<file path="src/rtl/bbip_pkg.sv">
// Shared widths, constants and types for the bit-plane inner product block.
// No dependencies; imported by every module of the block.
`default_nettype none

package bbip_pkg;

   // field widths
   localparam int WORD_W      = 64;
   localparam int NUM_PLANES  = 8;
   localparam int SCALE_W     = 32;
   localparam int COUNT_W     = 7;     // popcount of one 64-bit word, 0..64
   localparam int ADD_W       = 15;    // weighted plane sum of one word
   localparam int INNER_W     = 20;
   localparam int ONES_W      = 13;
   localparam int EST_W       = 64;
   localparam int PLANE_CNT_W = 4;

   // request payload layout: data word, eight plane words, two scales
   localparam int PLANE_LSB   = WORD_W;
   localparam int DELTA_LSB   = WORD_W * (NUM_PLANES + 1);
   localparam int VL_LSB      = DELTA_LSB + SCALE_W;
   localparam int REQ_DATA_W  = VL_LSB + SCALE_W;

   // response payload layout: estimate, inner sum, ones count, zero pad
   localparam int RSP_INNER_LSB = EST_W;
   localparam int RSP_ONES_LSB  = RSP_INNER_LSB + INNER_W;
   localparam int RSP_USED_W    = RSP_ONES_LSB + ONES_W;
   localparam int RSP_DATA_W    = ((RSP_USED_W + 7) / 8) * 8;

   localparam logic [INNER_W-1:0]     INNER_MAX       = '1;
   localparam logic [ONES_W-1:0]      ONES_MAX        = '1;
   localparam logic [PLANE_CNT_W-1:0] PLANE_CNT_RESET = 4'd4;

   typedef logic [NUM_PLANES-1:0][COUNT_W-1:0] count_array_type;

   // sums and scales captured on the last word of a vector
   typedef struct packed {
      logic [INNER_W-1:0] inner;
      logic [ONES_W-1:0]  ones;
      logic [SCALE_W-1:0] delta;
      logic [SCALE_W-1:0] vl;
   } snap_type;

endpackage : bbip_pkg

`default_nettype wire

</file>
<file path="src/rtl/bbip_estimate.sv">
// Scaling products and final sum, ending in the response output register.
// Depends on bbip_pkg; takes one snapshot per vector from the top level.
`default_nettype none

module bbip_estimate (
   input  logic                             clock,
   input  logic                             reset,
   input  logic                             snap_valid,
   input  bbip_pkg::snap_type               snap,
   output logic                             snap_ready,
   output logic                             rsp_tvalid,
   input  logic                             rsp_tready,
   output logic [bbip_pkg::EST_W-1:0]       estimate,
   output logic [bbip_pkg::INNER_W-1:0]     inner_sum,
   output logic [bbip_pkg::ONES_W-1:0]      ones_count
);
   import bbip_pkg::*;

   localparam int PD_W = SCALE_W + INNER_W + 1;
   localparam int PV_W = SCALE_W + ONES_W + 1;

   logic                     out_free;
   logic                     prod_valid_ff;
   logic signed [PD_W-1:0]   prod_d_ff, prod_d_in;
   logic signed [PV_W-1:0]   prod_v_ff, prod_v_in;
   logic [INNER_W-1:0]       prod_inner_ff;
   logic [ONES_W-1:0]        prod_ones_ff;
   logic [EST_W-1:0]         estimate_in;
   logic                     rsp_valid_ff;
   logic [EST_W-1:0]         estimate_ff;
   logic [INNER_W-1:0]       inner_ff;
   logic [ONES_W-1:0]        ones_ff;

   assign out_free   = !rsp_valid_ff || rsp_tready;
   assign snap_ready = !prod_valid_ff || out_free;

   // one multiplier per scale, registered before the add
   assign prod_d_in = $signed(snap.delta) * $signed({1'b0, snap.inner});
   assign prod_v_in = $signed(snap.vl) * $signed({1'b0, snap.ones});

   assign estimate_in = EST_W'(prod_d_ff) + EST_W'(prod_v_ff);

   // valid bits
   always_ff @(posedge clock) begin
      if (reset) begin
         prod_valid_ff <= 1'b0;
         rsp_valid_ff  <= 1'b0;
      end else begin
         if (snap_ready) prod_valid_ff <= snap_valid;
         if (out_free)   rsp_valid_ff  <= prod_valid_ff;
      end
   end

   // payload
   always_ff @(posedge clock) begin
      if (snap_ready) begin
         prod_d_ff     <= prod_d_in;
         prod_v_ff     <= prod_v_in;
         prod_inner_ff <= snap.inner;
         prod_ones_ff  <= snap.ones;
      end
      if (out_free) begin
         estimate_ff <= estimate_in;
         inner_ff    <= prod_inner_ff;
         ones_ff     <= prod_ones_ff;
      end
   end

   assign rsp_tvalid = rsp_valid_ff;
   assign estimate   = estimate_ff;
   assign inner_sum  = inner_ff;
   assign ones_count = ones_ff;

endmodule : bbip_estimate

`default_nettype wire

</file>
<file path="config.mk">
export PLATFORM = sky130hd
export DESIGN_NAME = bbip_estimate
export DESIGN_NICKNAME = d
export VERILOG_FILES = /design/src/rtl/bbip_pkg.sv /design/src/rtl/bbip_estimate.sv
export SDC_FILE = /design/constraint.sdc
export NUM_CORES = 2
export LEC_CHECK = 0
export BUFFER_PORTS_ARGS = -buffer_cell sky130_fd_sc_hd__buf_2
export CAP_MARGIN = 20
export CORE_MARGIN = 10
export CORE_UTILIZATION = 55
export CTS_CLUSTER_SIZE = 28
export DETAILED_ROUTE_END_ITERATION = 8
export MAX_ROUTING_LAYER = met4
export PLACE_DENSITY = 0.84
export SLEW_MARGIN = 10
export SYNTH_ARGS = -nofsm -noshare
export SYNTH_HDL_FRONTEND = slang
export SYNTH_SLANG_ARGS = --single-unit
export TNS_END_PERCENT = 10
</file>
<file path="constraint.sdc">
create_clock -name clock -period 6.3 [get_ports clock]
set_input_delay 0.315 -clock clock [delete_from_list [all_inputs] [get_ports clock]]
set_output_delay 0.315 -clock clock [all_outputs]
set_load 0.01 [all_outputs]
</file>
Yosys cells after proc, flatten, opt, wreduce, memory -nomap -nowiden
Index checks and enable logic that the tools add are counted.

word-level totals
  output and inout port bits = 99
  logic and storage cells = 16
  bits in registers = 231
  bits of input ports = 101

operators by class
  add/sub/neg operators = 1
  reduce and logical (&&, ||, !) cells = 4
  $mul = 2

operator list
  operator            count
  $add A53 B46 Y54    1
  $mul A32 B21 Y53    1
  $mul A32 B14 Y46    1
  $logic_not A1 Y1    2
  $logic_or A1 B1 Y1  2

Depth between registers and ports, before layout
  depth after elaboration = 3
  gate-level depth with buffers = 27
  mapped depth without buffers = 26

Least setup slack after synthesis
No wires, ideal clock.

  path kind = input to register
  start = input port snap[44] (netlist name)
  end = register prod_d_ff[40] (data pin)
  required time = 6,037 ps
  stages = 25
  data arrival time = 6,445 ps
  slack = -407 ps
  cells stage by stage = clkbuf_1 -> nand2_1 -> fa_1 -> inv_1 -> fa_1 -> inv_1 -> fa_1 -> inv_1 -> fa_1 -> fa_1 -> fa_1 -> inv_1 -> fa_1 -> inv_1 -> ha_1 -> a21o_1 -> a21oi_1 -> o221a_2 -> nand3_1 -> or2_2 -> a41oi_2 -> o21ba_2 -> o21ai_1 -> a311oi_1 -> xnor2_1

on the way
  longest elaborated chain between the ends = 1

ends and longest elaborated chain
  item                     RTL line             text
  from (decl)              bbip_estimate.sv:9   input bbip_pkg::snap_type snap,
  $mul A32 B21 Y53         bbip_estimate.sv:38  assign prod_d_in = $signed(snap.delta) * $signed({1'b0, snap.inner});
  named net prod_d_in[40]  bbip_estimate.sv:24  logic signed [PD_W-1:0] prod_d_ff, prod_d_in;
  to (signal assigned)     bbip_estimate.sv:57  prod_d_ff <= prod_d_in;
  to (decl)                bbip_estimate.sv:24

The timed path passes the listed nets, and every way through them passes these cells.
A chain may end at the register's enable or synchronous reset.

Final worst setup path
  start = input port snap[46] (netlist name)
  end = register prod_d_ff[52] (data pin)

Same word-level chain as after synthesis.

==> reports/metrics.yaml <==
synth_edf_count: 219
hpwl_um: 94380
setup.worst_path.class: "in -> reg"
wirelength_met1_um: 42430
ys.flop_type: "edfxtp_1"
synth-async-reset-ratio_pct: 0
pin_count: 200
syn2layout_area_growth_pct: 14.22
seq_area_frac_synth_pct: 14.37
synth_seq_cells: 221
wl_um: 113900
syn_inst: 4636
skew_ps: 23.98
dpl.cell_count: 6119
wl_met3_um: 7117
gp_congestion: 0.9252
stdcell_area_mm2: 0.05259
rsz0062_at_grt: "yes"
numCtsBuffers: 28
vias: 33680
setup_viol: 0
avgSynthCellArea_um2: 9.932
required_ps: 6630
drive_gt1_share_pct: 15.53
muxShareOfSynthArea_pct: 0.02446
synth_top_family_by_area: "adder cells"
drt_iter0_drc: 2098
synth_compound_area_share_pct: 6.269
yosys.area_share.xor_xnor_pct: 2.796
status: "completed"
cts_tree: "yes"
firstDrtPassIters: 5
instances_no_fill: 6183
placed_area_mm2: 0.05121
root_buffer: "clkbuf_16"
timing.final.ws_setup_ps: 18.56
core_area_mm2: 0.08329
grt_pass1_vias: 37950
antenna_left: 0
cp_data_arrival_time_ps: 6610
fp.dieW_um: 309.3
startpoint_type: "input port"
dr_wl_met2_um: 59230
yosys_warnings: 0
rows: 106
fmax_mhz: 159.2
finalHoldViolCount: 0
die_y_um: 309.3
synth_fa_ha_area_share_pct: 52.08
nets: 6488
grt_first_pass_wirelength_um: 187200
yosys.area_share.simple_pct: 14.42
antenna_found_initial: 3
grt_overflow: 0
cap_violations: 0
grtUsageTotal_pct: 25.15
cts_sinks: 221
clockBufferDepth: 3
htree_levels: 1
endpoint_kind: "register"
numPortBuffers: 199
initial_utilization_pct: 55.28
min_path_type: "in -> reg"
top_layer_used: "met4"
slew_viol_final: 0
clk_pin_slew_worst_paths_ps: 60
synth.net_count: 6045
layout_min_cycle_time_ps: 6281
ys_types: 72
pre_cts_ws_ps: -704.2
fin_crit_sh_pct: 99.71
remaining_drc_errors: 0
die_area_mm2: 0.09569
maxSlewHeadroom_pct: 33.74
insertion_delay_ps: 590
post_drt_wl_per_cell_um: 18.43
syn-cell-area_mm2: 0.04604
grt_max_degree: 62
viasPerCell: 5.448
path_max_fanout: 16
tightest_slew_ps: 968.8
-- final timing paths --
check,start,to,slack [ps],cells past startpoint
max,snap[46],prod_d_ff[52],20,24
min,snap[84],prod_inner_ff[7],80,2
max reg2reg,prod_d_ff[5],estimate[35],2080,11
min reg2reg,prod_inner_ff[12],inner_sum[12],420,0
-- cell type report --
cell class                      instances  area [um2]
Antenna cell                            2       5.005
Clock inverter                         16       214.0
Sequential cell                       221        6616
Timing Repair Buffer                  632        4667
Tap cell                             1080        1351
Inverter                              999        3752
Fill cell                            6293       30700
Multi-Input combinational cell       3197       35220
Clock buffer                           36       760.7
-- logic make-up (layout without fill, tap and decap cells) --
logic type	Yosys count	after routing
xor gates and xnor gates	147	147
AOI/OAI and AO/OA	431	431
other	0	2
and+or+nand+nor	1310	1310
adders and majority gates	1308	1308
DFF	221	221
muxes	1	1
buffers and inverters	1218	1683
-- cells in the final DEF (no fill, tap or decap), types with 11 or more instances in the layout --
cell       instances
nor3_1            15
edfxtp_1         219
nand4_1           21
nand3_1           23
o21a_1            28
ha_4              14
nor2_1            67
buf_6             14
fa_2              18
xor2_1            43
a211oi_1          11
and2_4            24
buf_12            15
buf_2            166
a31oi_1           11
clkbuf_16         30
and2_1           541
buf_4            423
a21oi_1          122
xnor2_1          104
o21ai_0           56
fa_1             996
a21o_1            88
o21bai_1          19
nor2b_1           18
ha_1             280
nand2_1          550
inv_1            993
-- state kept, by name, summed over array words and instances (netlist names) --
name	flops
prod_inner_ff	20
prod_valid_ff	1
estimate	54
rsp_tvalid	1
inner_sum	20
ones_count	13
prod_v_ff	46
prod_ones_ff	13
prod_d_ff	53
-- through the flow --
| step | hold slack, ps | utilization (%) | setup TNS, ps |
|---|---|---|---|
| floorplan | 387.4 | - | -12.63 |
| global placement | 401.0 | 61.49 | -9880 |
| CTS | 58.96 | 62.72 | 0 |
| global route | 48.23 | 63.14 | -746.1 |
| finish | 75.00 | 63.14 | 0 |
| detailed placement | 404.5 | 61.49 | -15060 |
-- synth_stat cells (all sizes together), types with 3 or more instances --
| cell | n | share of area, % |
|---|---|---|
| o21ai | 69 | 0.76 |
| nor2b | 18 | 0.24 |
| nor4 | 3 | 0.054 |
| xor2 | 43 | 0.82 |
| a311oi | 4 | 0.076 |
| nor3 | 15 | 0.16 |
| o31ai | 11 | 0.21 |
| o211ai | 9 | 0.15 |
| xnor2 | 104 | 2.0 |
| a41oi | 3 | 0.073 |
| or2 | 7 | 0.095 |
| nand4 | 21 | 0.29 |
| and2 | 565 | 7.7 |
| a2111oi | 6 | 0.14 |
| a21o | 88 | 1.4 |
| nand2 | 554 | 4.5 |
| a211oi | 11 | 0.18 |
| inv | 999 | 8.1 |
| buf | 17 | 0.25 |
| a31o | 4 | 0.076 |
| a21boi | 5 | 0.082 |
| a211o | 5 | 0.095 |
| nor4b | 3 | 0.071 |
| clkbuf | 202 | 1.6 |
| fa | 1014 | 44 |
| o31a | 4 | 0.076 |
| and3 | 9 | 0.12 |
| o21bai | 19 | 0.31 |
| a21oi | 133 | 1.5 |
| nor2 | 67 | 0.55 |
| a221o | 4 | 0.087 |
| o21a | 28 | 0.46 |
| nand3 | 25 | 0.27 |
| ha | 294 | 8.0 |
| a31oi | 11 | 0.15 |
| nand2b | 10 | 0.14 |
| edfxtp | 219 | 14 |
| or3b | 3 | 0.057 |
-- critical path: stages --
cell and delay, ps:
buf_4 190, and2_1 240, fa_1 600, inv_1 80
fa_1 470, fa_1 500, inv_1 60, fa_1 500
inv_1 60, fa_1 560, fa_1 460, fa_1 500
inv_1 60, ha_4 270, nand3_1 130, or2_2 300
o221a_2 230, nand3_2 90, or2_4 150, a31o_4 200
a21oi_4 90, o31ai_2 250, o221ai_1 160, xnor2_1 140
-- routing by layer --
metal / vias to the layer above / track usage, %
met4: 0 / 10.34
met1: 17180 / 29.07
met3: 352 / 3.340
li1: 14880 / -
met2: 1273 / 43.99
met5: - / -
-- repair_timing --
| item | 4_1_cts | 5_1_grt |
|---|---|---|
| hold endpoints to repair | 2 | 1 |
| endpoints found under the setup margin | 6 | 23 |
| pin swaps | 0 | 42 |
| hold buffers | 2 | 1 |
| setup buffers | 0 | 5 |
| gates cloned | 0 | 2 |
| resized for setup | 10 | 99 |
Power is not shown: default switching activity piles up to over one toggle a cycle in this logic, so the estimate is an artifact.
