### src/rtl/bbip_pkg.sv
// Shared widths, constants and types for the bit-plane inner product block.
// No dependencies; imported by every module of the block.
`default_nettype none

package bbip_pkg;

   // field widths
   localparam int WORD_W      = 64;
   localparam int NUM_PLANES  = 8;
   localparam int SCALE_W     = 32;
   localparam int COUNT_W     = 7;     // popcount of one 64-bit word, 0..64
   localparam int ADD_W       = 15;    // weighted plane sum of one word
   localparam int INNER_W     = 20;
   localparam int ONES_W      = 13;
   localparam int EST_W       = 64;
   localparam int PLANE_CNT_W = 4;

   // request payload layout: data word, eight plane words, two scales
   localparam int PLANE_LSB   = WORD_W;
   localparam int DELTA_LSB   = WORD_W * (NUM_PLANES + 1);
   localparam int VL_LSB      = DELTA_LSB + SCALE_W;
   localparam int REQ_DATA_W  = VL_LSB + SCALE_W;

   // response payload layout: estimate, inner sum, ones count, zero pad
   localparam int RSP_INNER_LSB = EST_W;
   localparam int RSP_ONES_LSB  = RSP_INNER_LSB + INNER_W;
   localparam int RSP_USED_W    = RSP_ONES_LSB + ONES_W;
   localparam int RSP_DATA_W    = ((RSP_USED_W + 7) / 8) * 8;

   localparam logic [INNER_W-1:0]     INNER_MAX       = '1;
   localparam logic [ONES_W-1:0]      ONES_MAX        = '1;
   localparam logic [PLANE_CNT_W-1:0] PLANE_CNT_RESET = 4'd4;

   typedef logic [NUM_PLANES-1:0][COUNT_W-1:0] count_array_type;

   // sums and scales captured on the last word of a vector
   typedef struct packed {
      logic [INNER_W-1:0] inner;
      logic [ONES_W-1:0]  ones;
      logic [SCALE_W-1:0] delta;
      logic [SCALE_W-1:0] vl;
   } snap_type;

endpackage : bbip_pkg

`default_nettype wire

### src/rtl/bbip_accum.sv
// Running ones and weighted inner sums with saturation.
// Depends on bbip_pkg; fed with per-word popcounts from the top level.
`default_nettype none

module bbip_accum (
   input  logic                             clock,
   input  logic                             reset,
   input  logic                             step,        // word consumed
   input  logic                             clear,       // word was the last one
   input  logic [bbip_pkg::COUNT_W-1:0]     ones_add,
   input  bbip_pkg::count_array_type        plane_counts,
   output logic [bbip_pkg::INNER_W-1:0]     inner_total,
   output logic [bbip_pkg::ONES_W-1:0]      ones_total
);
   import bbip_pkg::*;

   logic [INNER_W-1:0] inner_acc_ff, inner_acc_in;
   logic [ONES_W-1:0]  ones_acc_ff, ones_acc_in;
   logic [ADD_W-1:0]   inner_add;
   logic [INNER_W:0]   inner_raw;
   logic [ONES_W:0]    ones_raw;

   // weight plane p by 2^p
   always_comb begin
      logic [ADD_W-1:0] acc;
      acc = '0;
      for (int p = 0; p < NUM_PLANES; p++) begin
         acc = acc + (ADD_W'(plane_counts[p]) << p);
      end
      inner_add = acc;
   end

   // saturating sums including the current word
   assign inner_raw   = (INNER_W+1)'(inner_acc_ff) + (INNER_W+1)'(inner_add);
   assign ones_raw    = (ONES_W+1)'(ones_acc_ff) + (ONES_W+1)'(ones_add);
   assign inner_total = inner_raw[INNER_W] ? INNER_MAX : inner_raw[INNER_W-1:0];
   assign ones_total  = ones_raw[ONES_W] ? ONES_MAX : ones_raw[ONES_W-1:0];

   assign inner_acc_in = clear ? '0 : inner_total;
   assign ones_acc_in  = clear ? '0 : ones_total;

   always_ff @(posedge clock) begin
      if (reset) begin
         inner_acc_ff <= '0;
         ones_acc_ff  <= '0;
      end else if (step) begin
         inner_acc_ff <= inner_acc_in;
         ones_acc_ff  <= ones_acc_in;
      end
   end

endmodule : bbip_accum

`default_nettype wire

### config.mk
export PLATFORM = sky130hd
export DESIGN_NAME = bbip_accum
export DESIGN_NICKNAME = d
export VERILOG_FILES = /design/src/rtl/bbip_pkg.sv /design/src/rtl/bbip_accum.sv
export SDC_FILE = /design/constraint.sdc
export NUM_CORES = 1
export LEC_CHECK = 0
export BUFFER_PORTS_ARGS = -buffer_cell sky130_fd_sc_hd__buf_2
export CORE_AREA = 5 5 65 125
export DETAILED_ROUTE_END_ITERATION = 10
export DIE_AREA = 0 0 70 130
export PLACE_DENSITY = 0.86
export SKIP_CTS_REPAIR_TIMING = 1
export SYNTH_ARGS = -nofsm -noshare
export SYNTH_HDL_FRONTEND = slang
export SYNTH_SLANG_ARGS = --single-unit
### constraint.sdc
create_clock -name clock -period 14.92 [get_ports clock]
set_input_delay 1.492 -clock clock [delete_from_list [all_inputs] [get_ports clock]]
set_output_delay 1.492 -clock clock [all_outputs]
set_load 0.01 [all_outputs]
* After elaboration in Yosys (flattened, before gate mapping)
Cells that the tools add are included.
** Cells by class
- Add/sub/neg operators :: 9
- Muxes and demuxes :: 4
** Operator list (count)
- $mux W20 :: 2
- $mux W13 :: 2
- $add A20 B15 Y21 :: 1
- $add A14 B14 Y15 :: 1
- $add A13 B13 Y14 :: 1
- $add A13 B7 Y14 :: 1
- $add A12 B12 Y13 :: 1
- $add A11 B11 Y12 :: 1
- $add A10 B10 Y11 :: 1
- $add A9 B9 Y10 :: 1
- $add A7 B8 Y9 :: 1
** Word-level totals
- Register bits :: 33
- Input bits :: 67
- Output and inout port bits :: 33
- Word-level logic and storage cells :: 15

* Depth between registers and ports, before layout
- Depth in word-level cells :: 10
- Mapped depth :: 16
- Gate-level depth less buffers :: 15

* Worst setup path before layout
Ideal clock, no wire load.
- Kind :: input to output
- Start :: input plane_counts[13] in the netlist's numbering
- End :: output inner_total[18] in the netlist's numbering
- Arrival time :: 5.399 ns
- Required time :: 13.428 ns
- Path slack :: 8.029 ns
- Cell stages on the path :: 15
- Path buffers :: 0
- Cells stage by stage :: inv_1 > fa_1 > inv_1 > fa_1 > fa_1 > inv_1 > fa_1 > inv_1 > ha_1 > o211ai_1 > o21a_1 > a2111oi_4 > o21bai_1 > and2_1 > a21oi_1
** Between the ends
- Cells in the longest elaborated chain, start to end :: 9
** Ends and longest elaborated chain
- from (decl) :: RTL line bbip_accum.sv:11 : input bbip_pkg::count_array_type plane_counts,
- $add A7 B8 Y9 :: RTL line bbip_accum.sv:28 : acc = acc + (ADD_W'(plane_counts[p]) << p);
- $add A9 B9 Y10 :: RTL line bbip_accum.sv:28
- $add A10 B10 Y11 :: RTL line bbip_accum.sv:28
- $add A11 B11 Y12 :: RTL line bbip_accum.sv:28
- $add A12 B12 Y13 :: RTL line bbip_accum.sv:28
- $add A13 B13 Y14 :: RTL line bbip_accum.sv:28
- $add A14 B14 Y15 :: RTL line bbip_accum.sv:28
- $add A20 B15 Y21 :: RTL line bbip_accum.sv:34 : assign inner_raw = (INNER_W+1)'(inner_acc_ff) + (INNER_W+1)'(inner_add);
- $mux W20 :: RTL line bbip_accum.sv:36 : assign inner_total = inner_raw[INNER_W] ? INNER_MAX : inner_raw[INNER_W-1:0];
- to (decl) :: RTL line bbip_accum.sv:12 : output logic [bbip_pkg::INNER_W-1:0] inner_total,
No other way between the ends.

* Worst setup path after layout
- Start :: input plane_counts[4] in the netlist's numbering
- End :: output inner_total[3] in the netlist's numbering
The elaborated chain is that of the path after synthesis.

==> implementation parameters <==
Parameter                              Value

Run status
  Result of the run    finished clean

Final layout
  Inserted Diodes    0
  Count of fill cells added during filler insertion    between 500 and 600
  Util after Layout    between 60% and 70%
  Ratio of cells with drive above 1 in the final layout    21.9%
  Post-synthesis to final-layout area growth    17.4%
  Net count of the finished layout    ~720

Clock tree
  Number of H-tree levels    2
  CTS Buf Count    5
  Maximum root-to-sink buffer count    2
  Number of sinks on the clock net    33
  Clock tree from TritonCTS    done
  Clock slew at the register clock pins of the worst setup and hold paths    50 ps
  Root Driver    sky130_fd_sc_hd__clkbuf_16
  Clock Latency Late Sink    about 280 ps

Routing
  Final routed wirelength across all metal layers    roughly 9700 microns
  Total via count after detailed routing    between 3000 and 4000
  Iter 0 DRT Violations    roughly 120
  Drt wl/cell    between 10 and 15 microns
  Post-DR vias/cell    5.48
  Count of nets left with antenna violations after detail routing    0
  TritonRoute pass-1 iters    4
  Count of unresolved DRC violations after routing    0

Floorplanning
  Die outline width    around 70 microns
  Number of cell rows    between 40 and 50
  Die Outline Area    approximately 9000 sq um
  Area of the core    ~7000 sq um
  Top-Level Pins    100
  Die height    around 130 microns
  Effective utilization at floorplan    57.4%

Synthesis
  Total of flip-flops plus latches after synthesis    33
  Summed instance area of the synthesized netlist    between 4000 and 5000 sq um
  Mapped Cells    about 470
  Top cells by area, synth    sky130_fd_sc_hd__fa_1 (22%), sky130_fd_sc_hd__dfxtp_1 (16%), sky130_fd_sc_hd__ha_1 (15%)
  Most common cell in the netlist    sky130_fd_sc_hd__inv_1
  Share of the synthesized area in the top cell type    21.9%
  Number of enable flip-flop cells after synthesis    0
  Yosys warns    0
  Main synth FF type    sky130_fd_sc_hd__dfxtp_1
  Post-synthesis sequential area ratio    16.4%
  Largest area contributor in the netlist    sky130_fd_sc_hd__fa_1
  Post-synthesis cell type count    between 40 and 50
  Commonest cells post-synth    sky130_fd_sc_hd__inv_1 (111), sky130_fd_sc_hd__ha_1 (47), sky130_fd_sc_hd__fa_1 (44)
  Post-synthesis net count    approximately 620
  Proportion of synthesized flip-flops having asynchronous set or reset    0%
  Synthesized area per cell    8.62 sq um

Timing
  Max Fclk    between 100 and 150 MHz
  Hold violation total from the final report    0
  Final setup violation count    0
  Headroom to the max-slew limit    a little over 20%
  Share of the cycle needed by the critical path after routing    roughly 51%
  Setup Skew    about 3.1 ps
  Setup TNS    0 ps
  Final-report max-slew violation count    0
  Unrepaired setup endpoints after global routing    no
  Worst slew pin tran    between 1000 and 1500 ps
  Min Clock Period, post-route    between 7000 and 8000 ps

Worst setup path
  Startpoint kind of the worst setup timing path    input pin
  FF-to-FF End    inner_acc_ff[4]
  Crit Path Category    input pin to primary output
  Crit path cell chain    buf_2 > inv_1 > fa_1 > inv_1 > fa_1 > fa_1 > ha_1 > ha_1 > fa_1 > a211oi_1 > o21a_1 > a2111oi_4 > o21ai_2 > or2b_1 > buf_2
  Maximum net fanout on the critical path    16
  Cell depth of the worst flop-to-flop path    14
  FF-to-FF setup slack    9930 ps
  Required arrival time at the worst endpoint    13430 ps
  Delay of the slowest cell on the worst path    850 ps
  Critical Path Sink Type    primary output
  Critical-path cell with the highest stage delay    sky130_fd_sc_hd__o21ai_2
  Library cell appearing most often on the critical path    sky130_fd_sc_hd__fa_1
  Reg-to-reg startpoint    inner_acc_ff[4]
  Critical path data arrival time    6160 ps

Power
  Leakage power of the design    around 2.6 nW
  Total power divided by cell area    between 150 and 200 nW/um^2
  Worst IR Drop VDD    between 0.15 and 0.2 mV

Global route
  Initial antenna violation count    0
  Maximum number of pins on one net before global-route repair    27
  Met3 Track Usage GR    3.08%
  Wire length of the first global-routing pass    around 17000 microns
  Via count of the first global-routing pass    3884
  Remaining global-route overflow    0
  Most utilized layer in the global route result    met2
  Met2 demand-to-capacity share in global routing    a little under half
  GRT Resource Usage Total    about 23%
  Met1 layer usage reported by global route    a little over a fifth

Hold path
  Worst min path class    flip-flop to flip-flop
  Worst min-delay path startpoint    ones_acc_ff[3]
  Worst hold path endpoint    ones_acc_ff[3]
  Worst hold stages    2

Job
  Count of max-cap constraint violations    0

Placement
  Post-detailed-placement half-perimeter wirelength    around 8000 microns
  Count of buffers inserted at the top-level ports    a little under 100
  Routability congestion estimate    roughly 0.94
## worst max path at each step
stage / startpoint / to / slack (ps) / cells past startpoint
2_1_floorplan: plane_counts[13] / inner_total[18] / 8030 / 15
3_3_place_gp: plane_counts[4] / inner_total[0] / 7310 / 15
3_5_place_dp: plane_counts[4] / inner_total[4] / 7250 / 15
4_1_cts: plane_counts[4] / inner_total[4] / 7240 / 15
5_1_grt: plane_counts[4] / inner_total[3] / 6980 / 15
6_report: plane_counts[4] / inner_total[3] / 7270 / 15
## per-stage QoR
| step | setup slack (ps) | power [W] | hold WS [ps] | std cells | instance area [sq um] |
|---|---|---|---|---|---|
| floorplan | 8030 | 0.000630 | 429 | 466 | 4020 |
| global placement | 7310 | 0.000822 | 442 | 643 | 4580 |
| detailed placement | 7250 | 0.000840 | 453 | 643 | 4580 |
| CTS | 7240 | 0.000947 | 465 | 651 | 4720 |
| global route | 6980 | 0.00103 | 476 | 651 | 4720 |
| finish | 7270 | 0.000937 | 462 | 651 | 4720 |
## critical path, delay by kind of cell
| family | cells | cell delay, ps |
|---|---|---|
| AO/OA/AOI/OAI | 4 | 1500 |
| adder cells (fa/ha/maj) | 6 | 2520 |
| AND/OR/NAND/NOR | 1 | 320 |
| buffers and inverters | 4 | 330 |
## sequential cells by signal, indices dropped and copies added (netlist names)
name          count
ones_acc_ff      13
inner_acc_ff     20
## layout make-up
| cell class | instances | area [sq um] | share of cell area [%] |
|---|---|---|---|
| Clock inverter | 2 | 10.0 | 0.212 |
| Multi-Input combinational cell | 309 | 2890 | 61.2 |
| Clock buffer | 6 | 129 | 2.73 |
| Inverter | 111 | 417 | 8.83 |
| Tap cell | 90 | 113 | 2.39 |
| Timing Repair Buffer | 100 | 503 | 10.7 |
| Sequential cell | 33 | 661 | 14.0 |
## report_power, final
| group | internal, W | leakage, nW | switching (W) |
|---|---|---|---|
| Clock | 0.0000613 | 0.0706 | 0.0000404 |
| Sequential | 0.0000986 | 0.268 | 0.00000591 |
| Combinational | 0.000309 | 2.29 | 0.000422 |
| Total | 0.000469 | 2.63 | 0.000469 |
## per-layer routing
metal	vias up	routed length, microns	share of wire, %
li1	1721	-	-
met1	1704	3340	34
met2	111	5660	58
met3	32	416	4.3
met4	0	318	3.3
met5	-	0	0
## cells by family (layout without fill, tap and decap cells)
group	after synthesis	count (layout)	synth area share, %
compound gates	119	119	20.7
flops	33	33	16.4
xor+xnor	15	15	3.27
buf+inv	124	219	11.8
mux	3	3	0.810
simple gates	81	81	10.4
fa+ha+maj	91	91	36.6
## placed cells by master (no fill, tap or decap), types with 4 or more instances in the layout
cell type / n
sky130_fd_sc_hd__a211oi_1: 7
sky130_fd_sc_hd__xnor2_1: 10
sky130_fd_sc_hd__inv_1: 111
sky130_fd_sc_hd__nor2_1: 11
sky130_fd_sc_hd__nand2_1: 32
sky130_fd_sc_hd__dfxtp_1: 33
sky130_fd_sc_hd__fa_1: 44
sky130_fd_sc_hd__o21ai_0: 16
sky130_fd_sc_hd__ha_1: 47
sky130_fd_sc_hd__a21oi_1: 30
sky130_fd_sc_hd__or2b_1: 4
sky130_fd_sc_hd__a22o_1: 19
sky130_fd_sc_hd__nand2_4: 5
sky130_fd_sc_hd__xor2_1: 5
sky130_fd_sc_hd__o211ai_1: 5
sky130_fd_sc_hd__a31oi_1: 6
sky130_fd_sc_hd__a21o_1: 10
sky130_fd_sc_hd__clkbuf_16: 5
sky130_fd_sc_hd__and3_1: 4
sky130_fd_sc_hd__o22ai_1: 4
sky130_fd_sc_hd__buf_2: 99
sky130_fd_sc_hd__nand2b_1: 7
sky130_fd_sc_hd__nand3_1: 5
No activity file was read; power rests on OpenSTA's default activity.
