--- config.mk ---
export PLATFORM = sky130hd
export DESIGN_NAME = bbip_popcount
export DESIGN_NICKNAME = d
export VERILOG_FILES = /design/src/rtl/bbip_pkg.sv /design/src/rtl/bbip_popcount.sv
export SDC_FILE = /design/constraint.sdc
export NUM_CORES = 1
export LEC_CHECK = 0
export BUFFER_PORTS_ARGS = -buffer_cell sky130_fd_sc_hd__buf_2
export CAP_MARGIN = 0
export CORE_ASPECT_RATIO = 0.75
export CORE_MARGIN = 1
export CORE_UTILIZATION = 35
export DETAILED_ROUTE_END_ITERATION = 10
export GPL_ROUTABILITY_DRIVEN = 0
export PLACE_DENSITY = 0.51
export RECOVER_POWER = 100
export SLEW_MARGIN = 10
export SYNTH_ARGS = -nofsm -noshare
export SYNTH_HDL_FRONTEND = slang
export SYNTH_SLANG_ARGS = --single-unit
--- constraint.sdc ---
create_clock -name vclk -period 21.7
set_clock_uncertainty 0.1 [all_clocks]
set_input_delay 1.085 -clock vclk [all_inputs]
set_output_delay 1.085 -clock vclk [all_outputs]
set_load 0.02 [all_outputs]
--- src/rtl/bbip_pkg.sv ---
// Shared widths, constants and types for the bit-plane inner product block.
// No dependencies; imported by every module of the block.
`default_nettype none

package bbip_pkg;

   // field widths
   localparam int WORD_W      = 64;
   localparam int NUM_PLANES  = 8;
   localparam int SCALE_W     = 32;
   localparam int COUNT_W     = 7;     // popcount of one 64-bit word, 0..64
   localparam int ADD_W       = 15;    // weighted plane sum of one word
   localparam int INNER_W     = 20;
   localparam int ONES_W      = 13;
   localparam int EST_W       = 64;
   localparam int PLANE_CNT_W = 4;

   // request payload layout: data word, eight plane words, two scales
   localparam int PLANE_LSB   = WORD_W;
   localparam int DELTA_LSB   = WORD_W * (NUM_PLANES + 1);
   localparam int VL_LSB      = DELTA_LSB + SCALE_W;
   localparam int REQ_DATA_W  = VL_LSB + SCALE_W;

   // response payload layout: estimate, inner sum, ones count, zero pad
   localparam int RSP_INNER_LSB = EST_W;
   localparam int RSP_ONES_LSB  = RSP_INNER_LSB + INNER_W;
   localparam int RSP_USED_W    = RSP_ONES_LSB + ONES_W;
   localparam int RSP_DATA_W    = ((RSP_USED_W + 7) / 8) * 8;

   localparam logic [INNER_W-1:0]     INNER_MAX       = '1;
   localparam logic [ONES_W-1:0]      ONES_MAX        = '1;
   localparam logic [PLANE_CNT_W-1:0] PLANE_CNT_RESET = 4'd4;

   typedef logic [NUM_PLANES-1:0][COUNT_W-1:0] count_array_type;

   // sums and scales captured on the last word of a vector
   typedef struct packed {
      logic [INNER_W-1:0] inner;
      logic [ONES_W-1:0]  ones;
      logic [SCALE_W-1:0] delta;
      logic [SCALE_W-1:0] vl;
   } snap_type;

endpackage : bbip_pkg

`default_nettype wire

--- src/rtl/bbip_popcount.sv ---
// Combinational population count of one 64-bit word.
// Depends on bbip_pkg for widths.
`default_nettype none

module bbip_popcount (
   input  logic [bbip_pkg::WORD_W-1:0]  word,
   output logic [bbip_pkg::COUNT_W-1:0] count
);
   import bbip_pkg::*;

   logic [WORD_W-1:0] pair_sum;
   logic [WORD_W-1:0] nib_sum;
   logic [WORD_W-1:0] byte_sum;

   // bit pairs, nibbles, then bytes, each field summed in place
   assign pair_sum = word - ((word >> 1) & 64'h5555_5555_5555_5555);
   assign nib_sum  = (pair_sum & 64'h3333_3333_3333_3333)
                   + ((pair_sum >> 2) & 64'h3333_3333_3333_3333);
   assign byte_sum = (nib_sum + (nib_sum >> 4)) & 64'h0F0F_0F0F_0F0F_0F0F;

   // add the eight byte counts
   always_comb begin
      logic [COUNT_W-1:0] acc;
      acc = '0;
      for (int b = 0; b < WORD_W / 8; b++) begin
         acc = acc + COUNT_W'(byte_sum[8*b +: 4]);
      end
      count = acc;
   end

endmodule : bbip_popcount

`default_nettype wire

Word-level counts from Yosys, hierarchy flattened
Index checks and enable logic that the tools add are counted.
{"block": "op_classes", "shift": 0, "reduce_logical": 0, "n_addsub": 10, "n_mul": 0, "bitwise": 0, "div_mod_pow": 0, "n_mux": 0, "n_lt_le_gt_ge": 0, "n_eq_ne": 0}
{"op": "64-bit by 63-bit subtractor with 64-bit output", "count": 1}
{"op": "62-bit by 62-bit adder with 63-bit output", "count": 1}
{"op": "60-bit by 59-bit adder with 60-bit output", "count": 1}
{"op": "7-bit by 4-bit adder with 7-bit output", "count": 6}
{"op": "4-bit by 4-bit adder with 5-bit output", "count": 1}
{"block": "totals", "latch_bits": 0, "wordCells": 10, "memories": 0, "mem_bits_rw": 0, "input_bits": 64, "regBits": 0, "rom_bits": 0}

Depth between registers and ports, before layout
Gate-level depths: netlist (run 1).
{"block": "depth", "word_depth": 10, "mapped_depth": 30, "depth_no_buf": 30}

Least setup slack after synthesis (run 1)
OpenSTA, ideal clock, no wires.
{"block": "synth_path", "path_kind": "input-to-output", "from": "input port word[37] (netlist bit)", "to": "output port count[6] (netlist bit)", "n_path_buf": 0, "slack_ns": 12.910, "stages": 27, "t_arrival_ns": 7.605, "path_cell_list": "inv_1 > ha_1 > or4_4 > nor2_2 > nand3b_1 > o31a_1 > o21ai_2 > o21ai_2 > a21o_1 > o2111ai_1 > nand4_1 > fa_1 > inv_1 > fa_1 > xnor2_1 > fa_1 > fa_1 > fa_1 > inv_1 > fa_1 > inv_1 > ha_1 > a21o_1 > a21oi_1 > o21bai_1 > a21oi_1 > xnor2_1"}
{"block": "synth_between", "elab_chain_cells": 7}
{"item": "start, declared", "line": "bbip_popcount.sv:6", "rtl": "input logic [bbip_pkg::WORD_W-1:0] word,"}
{"item": "64-bit by 63-bit subtractor with 64-bit output *", "line": "bbip_popcount.sv:16", "rtl": "assign pair_sum = word - ((word >> 1) & 64'h5555_5555_5555_5555);"}
{"item": "62-bit by 62-bit adder with 63-bit output *", "line": "bbip_popcount.sv:18", "rtl": "+ ((pair_sum >> 2) & 64'h3333_3333_3333_3333);"}
{"item": "60-bit by 59-bit adder with 60-bit output *", "line": "bbip_popcount.sv:19", "rtl": "assign byte_sum = (nib_sum + (nib_sum >> 4)) & 64'h0F0F_0F0F_0F0F_0F0F;"}
{"item": "7-bit by 4-bit adder with 7-bit output (3 in series)", "line": "bbip_popcount.sv:26", "rtl": "acc = acc + COUNT_W'(byte_sum[8*b +: 4]);"}
{"item": "7-bit by 4-bit adder with 7-bit output *", "line": "bbip_popcount.sv:26"}
{"item": "end, declared", "line": "bbip_popcount.sv:7", "rtl": "output logic [bbip_pkg::COUNT_W-1:0] count"}
Mark *: on every way between the ends. The rest lies on a longest branch, timed or not.

Worst setup path after layout (run 1)
{"block": "layout_path", "from": "input port word[25] (netlist bit)", "to": "output port count[6] (netlist bit)"}
{"block": "layout_between", "elab_chain_cells": 8}
{"item": "64-bit by 63-bit subtractor with 64-bit output *", "line": "bbip_popcount.sv:16"}
{"item": "62-bit by 62-bit adder with 63-bit output *", "line": "bbip_popcount.sv:18"}
{"item": "60-bit by 59-bit adder with 60-bit output *", "line": "bbip_popcount.sv:19"}
{"item": "7-bit by 4-bit adder with 7-bit output (4 in series)", "line": "bbip_popcount.sv:26"}
{"item": "7-bit by 4-bit adder with 7-bit output *", "line": "bbip_popcount.sv:26"}
Marked as above.

==> impl.org, run 1 <==
** GRT
- Pin count of the biggest net entering global routing :: 10
- The via count of the first global-routing pass came to 4949.
- The initial antenna violation count is 0.
- Global-route wire length before repair :: 23620 um
- For this run, the total global-route usage over all layers was measured as 17.18%.
- Gr ovfl total :: 0

** Drt
- Detailed-route vias per instance :: 5.070
- Wirelength per Cell :: 14.29 um
- Total vias in the final route :: 4958
- Detailed-route DRC error count :: 0
- Count of nets left with antenna violations after detail routing :: 0
- DRC violation total after the first TritonRoute iteration :: a little over 300
- First-pass detailed-route iteration total :: 5
- Total Routed Length :: 13980 um

** Finish
- Count of antenna diodes in the layout :: 0
- For this run, the post-layout net count is roughly 1k.
- The post-route netlist has 10.61% of its cells at a drive strength greater than 1.
- Area growth from synthesis to layout :: 10.70%
- The top cell types in the final layout, fill and taps aside, are ha_1, inv_1, buf_2.
- Number of flip-flops and latches :: 0
- Registers take 0 sq um.
- Leaving out fill and tap cells, the most frequent cell in the layout is ha_1.
- Counting the clock-network buffers in the layout gives 0.

** Placed design
- The HPWL after detailed placement is around 13000 um.
- Timing analysis after detailed placement gives a worst setup slack of 12.00 ns.
- Buffers added on ports :: just over 70

** Yosys
- During synthesis, Yosys emitted a total of 0 warnings.
- Post-synthesis sequential area ratio :: 0%
- Netlist area before placement :: 5577 sq um
- Most area-consuming cells after synthesis :: ha_1, fa_1, xnor2_1
- Synthesis produced 703 cells.
- Number of nets produced by synthesis :: 942
- ha_1 takes more of the synthesized area than any other cell.
- The synthesized design devotes to its leading area cell type between 20% and 30% of total area.
- Avg Synthesized Cell Area :: 7.933 sq um
- Number of distinct library cell variants in the gate-level netlist after synthesis :: between 50 and 60

** Die
- 71 I/O pins were placed.
- Core footprint :: 15420 sq um
- From bottom edge to top edge, the die measures 111.3 um.
- Measured along the x axis, the die boundary spans 147.8 um.
- Number of rows created at floorplan :: 39
- The floorplan step defined a die boundary enclosing 16450 sq um.
- Starting Density :: a little over a third

** Worst setup path
- For this run, the slowest stage of the critical path takes ~0.56 ns.
- For the worst setup path, the data arrival time is 8.71 ns.
- Count of buffer and inverter cells on the critical path :: 6
- Endpoint type of the worst setup path :: primary output
- Top cell family by delay on the critical path :: adder cells
- Critical Path Most Common Cell :: fa_1
- For the worst setup path, the data required time is 20.51 ns.
- Slowest stage cell on the critical path :: fa_1
- Of all nets on the critical path, the largest fanout is 6.
- Crit start category :: input port
- The worst setup path is of the in -> out kind.

** Timing
- Worst Tran Pin Value :: 0.7925 ns
- Tmin final :: 9.897 ns
- Static timing analysis puts the maximum clock frequency at 0.1010 GHz.
- After routing, the total negative slack on setup checks comes to 0 ns.
- RSZ-0062 raised after global routing :: false
- Count of endpoints failing hold in the final timing report :: 0
- Setup violations remaining at the end of the flow were counted as 0.
- Final setup slack of the worst path :: 11.80 ns
- Dividing the final minimum period by the clock period gives roughly 46%.
- Headroom to the max-slew limit :: a little under half
- Final Max Tran Viols :: 0

** CTS
- Hold repair after CTS inserted 0 buffers.
- Setup Fix Bufs, Post-CTS :: 0
- Post-CTS resize count :: 0

** Min path
- Type of the most critical hold path :: in -> out

** Status
- Result of the run :: complete, no violations

** Flow run
- Maximum Capacitance Violations :: 0
[final timing paths]
| path | from | endpoint | slack [ns] | cells past startpoint |
|---|---|---|---|---|
| setup / recovery | word[25] | count[6] | 11.80 | 29 |
| hold / removal | word[1] | count[0] | 3.18 | 8 |
[per-layer routing]
| layer | vias up | track usage [%] | part of all wire [%] |
|---|---|---|---|
| li1 | 2543 | - | - |
| met1 | 2288 | 27.98 | 56 |
| met2 | 121 | 25.88 | 40 |
| met3 | 6 | 0.3292 | 3.8 |
| met4 | 0 | 0.9622 | 0.35 |
| met5 | - | 0 | 0 |
[cell families after synthesis]
group	synth area share [%]
and+or+nand+nor	16.63
AOI/OAI and AO/OA	18.56
xor gates and xnor gates	11.47
adders and majority gates	45.05
muxes	0.3590
buffers and inverters	7.942
[stage by stage]
stage	util [%]	std cells	cell area, sq um	hold slack [ns]
floorplan	-	703	5577	2.888
global placement	40.11	978	6185	3.164
detailed placement	40.11	978	6185	3.179
CTS	40.11	978	6185	3.193
global route	40.04	978	6173	3.256
finish	40.04	978	6173	3.177
[tightest hold or removal path: stages]
cell and delay [ns]:
buf_2 0.11, ha_1 0.23, inv_1 0.05, ha_1 0.13, ha_1 0.12, ha_1 0.15
ha_1 0.15, buf_2 0.16
[cell type report]
cell class,count,area (sq um)
inverters,117,439.2
multi-input cells,585,5129
repair buffers,71,349.1
well taps,205,256.5
fillers,1668,9246
[synthesized netlist by cell type (6+ instances only)]
master,instances
ha_1,132
inv_1,117
xnor2_1,62
nor2_1,60
fa_1,43
nand2_1,38
a21oi_1,36
o21ai_0,28
a21o_1,23
nand2b_1,16
nor4_1,15
nand3_1,11
o21ai_1,11
xor2_1,11
a211oi_1,9
nand4_1,9
nor3_1,6
o21bai_1,6
Power of run 1 is left out: the tool's default activity adds up to more than one toggle a clock period on the data nets, which glitch-free logic cannot reach.
==> run 2, diff against run 1 <==
Clock period 21.7 ns to 9.3 ns, I/O delays scaled along.
==> run 2 against run 1 <==
- sequential share of layout area did not move
- setup slack got worse by 11 ns
- worst hold slack got worse by 1.3 ns
- wire length rose by 0.47%
==> impl.org, run 2 (synthesis gave the netlist of run 1 again) <==
** Die
- The number of placement rows is 39 (unchanged).
- Starting Density :: 36.17% (unchanged)
- The horizontal die dimension is 147.8 um (unchanged).
- The overall die height came to 111.3 um (unchanged).
- The core region area came to 15420 sq um (unchanged).
- The top-level I/O count came to 71 (unchanged).
- The die area is 16450 sq um (unchanged).

** Finish
- The most common library cell in the layout ignoring fill and taps is ha_1 (unchanged).
- The antenna diode instance count came to 0 (unchanged).
- Number of flip-flops and latches :: 0 (unchanged)
- Final core utilization :: 40.05% (was 40.04%)
- Commonest cells after routing, fill and taps aside :: ha_1, inv_1, buf_2 (unchanged)
- The sequential cell area was 0 sq um (unchanged).
- The layout overhead on the synthesized area was 10.75% (was 10.70%).
- Layout net count :: 1014 (unchanged)
- The number of clock buffers in the layout was 0 (unchanged).
- Fraction of layout cells with a size suffix above 1 :: 10.87% (was 10.61%)

** Min path
- The class of the worst hold path is in -> out (unchanged).
- Number of stages on the worst hold path :: 8 (unchanged)
- The launch instance of the worst min-delay path is word[1] (unchanged).

** GRT
- The global-route wire length before repair is 23920 um (was 23620 um).
- The global-route congestion overflow total is 0 (unchanged).
- The via count of the first global-routing pass was 4975 (was 4949).
- Global-route total usage across every layer :: 17.42% (was 17.18%)
- Pin count of the biggest net entering global routing :: 10 (unchanged)
- The initial antenna violation count came to 0 (unchanged).

** Timing
- Worst hold slack :: 1.921 ns (was 3.177 ns)
- Achievable clock frequency :: 0.1164 GHz
- The tightest slew margin relative to the limit came to 43.23% (was 46.68%).
- Setup violations, final :: 0 (unchanged)
- Final Max Tran Viols :: 0 (unchanged)
- Worst Tran Pin Value :: 0.8437 ns (was 0.7925 ns)
- The total negative slack for setup checks was 0 ns (unchanged).
- The final hold violation count was 0 (unchanged).
- Tmin final :: 8.593 ns
- RSZ-0062 raised after global routing :: false (unchanged)
- Of the available clock period, the critical path in the final layout requires 92.40%.

** Worst setup path
- The maximum fanout along the worst path was 6 (unchanged).
- Count of buffer and inverter cells on the critical path :: 6 (unchanged)
- The family of cells with the greatest summed delay on the critical path was adder cells (unchanged).
- The nature of the critical path endpoint was a primary output (unchanged).
- Levels on crit path :: 29 (unchanged)
- Critical Path Most Common Cell :: fa_1 (unchanged)
- The path type of the worst setup path was in -> out (unchanged).
- Data arrival at the endpoint of the critical path :: 8.03 ns (was 8.71 ns)
- The worst setup path endpoint is count[6] (unchanged).
- The highest cell delay on the worst timing path is 0.56 ns (about the same).
- Slowest stage cell on the critical path :: fa_1 (unchanged)
- Crit start category :: input port (unchanged)
- The timing startpoint of the critical path is word[25] (unchanged).
- The worst endpoint required time came to 8.74 ns (was 20.51 ns).

** Status
- Result of the run: complete, no violations (unchanged).

** CTS
- The post-cts repair resize count was 0 (unchanged).
- Number of hold buffers added after CTS :: 0 (unchanged)
- The post-CTS setup-driven buffer insertion count was 0 (unchanged).

** Drt
- DRC violation total after the first TritonRoute iteration :: 247 (was 311)
- The number of antenna-violating nets in the routed design was 0 (unchanged).
- The via-per-instance ratio was 5.106 (was 5.070).
- The count of TritonRoute iterations in the first routing pass is 5 (unchanged).
- Wirelength per Cell :: 14.36 um (was 14.29 um)
- Total vias in the final route :: 4994 (was 4958)
- Detailed-route DRC error count :: 0 (unchanged)
- The total wire length was 14040 um (was 13980 um).

** Placed design
- The total of buffers placed on input and output ports came to 71 (unchanged).
- The half-perimeter wire length after detailed placement is 12830 um (was 12710 um).

** Flow run
- Maximum Capacitance Violations :: 0 (unchanged)
-- run 2: cell count changes in the layout (fill, tap and decap cells not counted), sizes merged --
cell | before | now
clkbuf | 5 | 3
buf | 66 | 68
-- run 2: layout make-up --
| class | instances | area [sq um] |
|---|---|---|
| fillers | 1708 | 9244 |
| inverters | 117 | 439.2 |
| multi-input cells | 585 | 5129 |
| well taps | 205 | 256.5 |
| repair buffers | 71 | 351.6 |
-- run 2: worst min path at each step --
stage / endpoint / slack (ns)
6_report: count[0] / 1.92
5_1_grt: count[0] / 1.97
4_1_cts: count[0] / 1.93
3_5_place_dp: count[0] / 1.92
3_3_place_gp: count[0] / 1.92
2_1_floorplan: count[0] / 1.65
-- run 2: stage by stage --
stage          worst slack (ns)  std cells  area (sq um)
2_1_floorplan             1.750        703          5577
3_3_place_gp             0.9071        978          6185
3_5_place_dp             0.8554        978          6185
4_1_cts                  0.8259        978          6185
5_1_grt                  0.1849        978          6176
6_report                 0.7071        978          6176
-- run 2: layer usage --
layer  vias to the layer above  global-route usage, %  part of all wire (%)
met2                       104                  26.19                    40
met3                         6                 0.2469                   3.6
met1                      2343                  28.41                    56
li1                       2541                      -                     -
met5                         -                      0                     0
met4                         0                  1.100                  0.65
-- run 2: tightest hold or removal path, cell delays in order --
cell and delay (ns):
buf_2 0.11, ha_1 0.22, inv_1 0.05, ha_1 0.13, ha_1 0.12, ha_1 0.15, ha_1 0.15, buf_2 0.16
Power of run 2 is left out for the same reason.
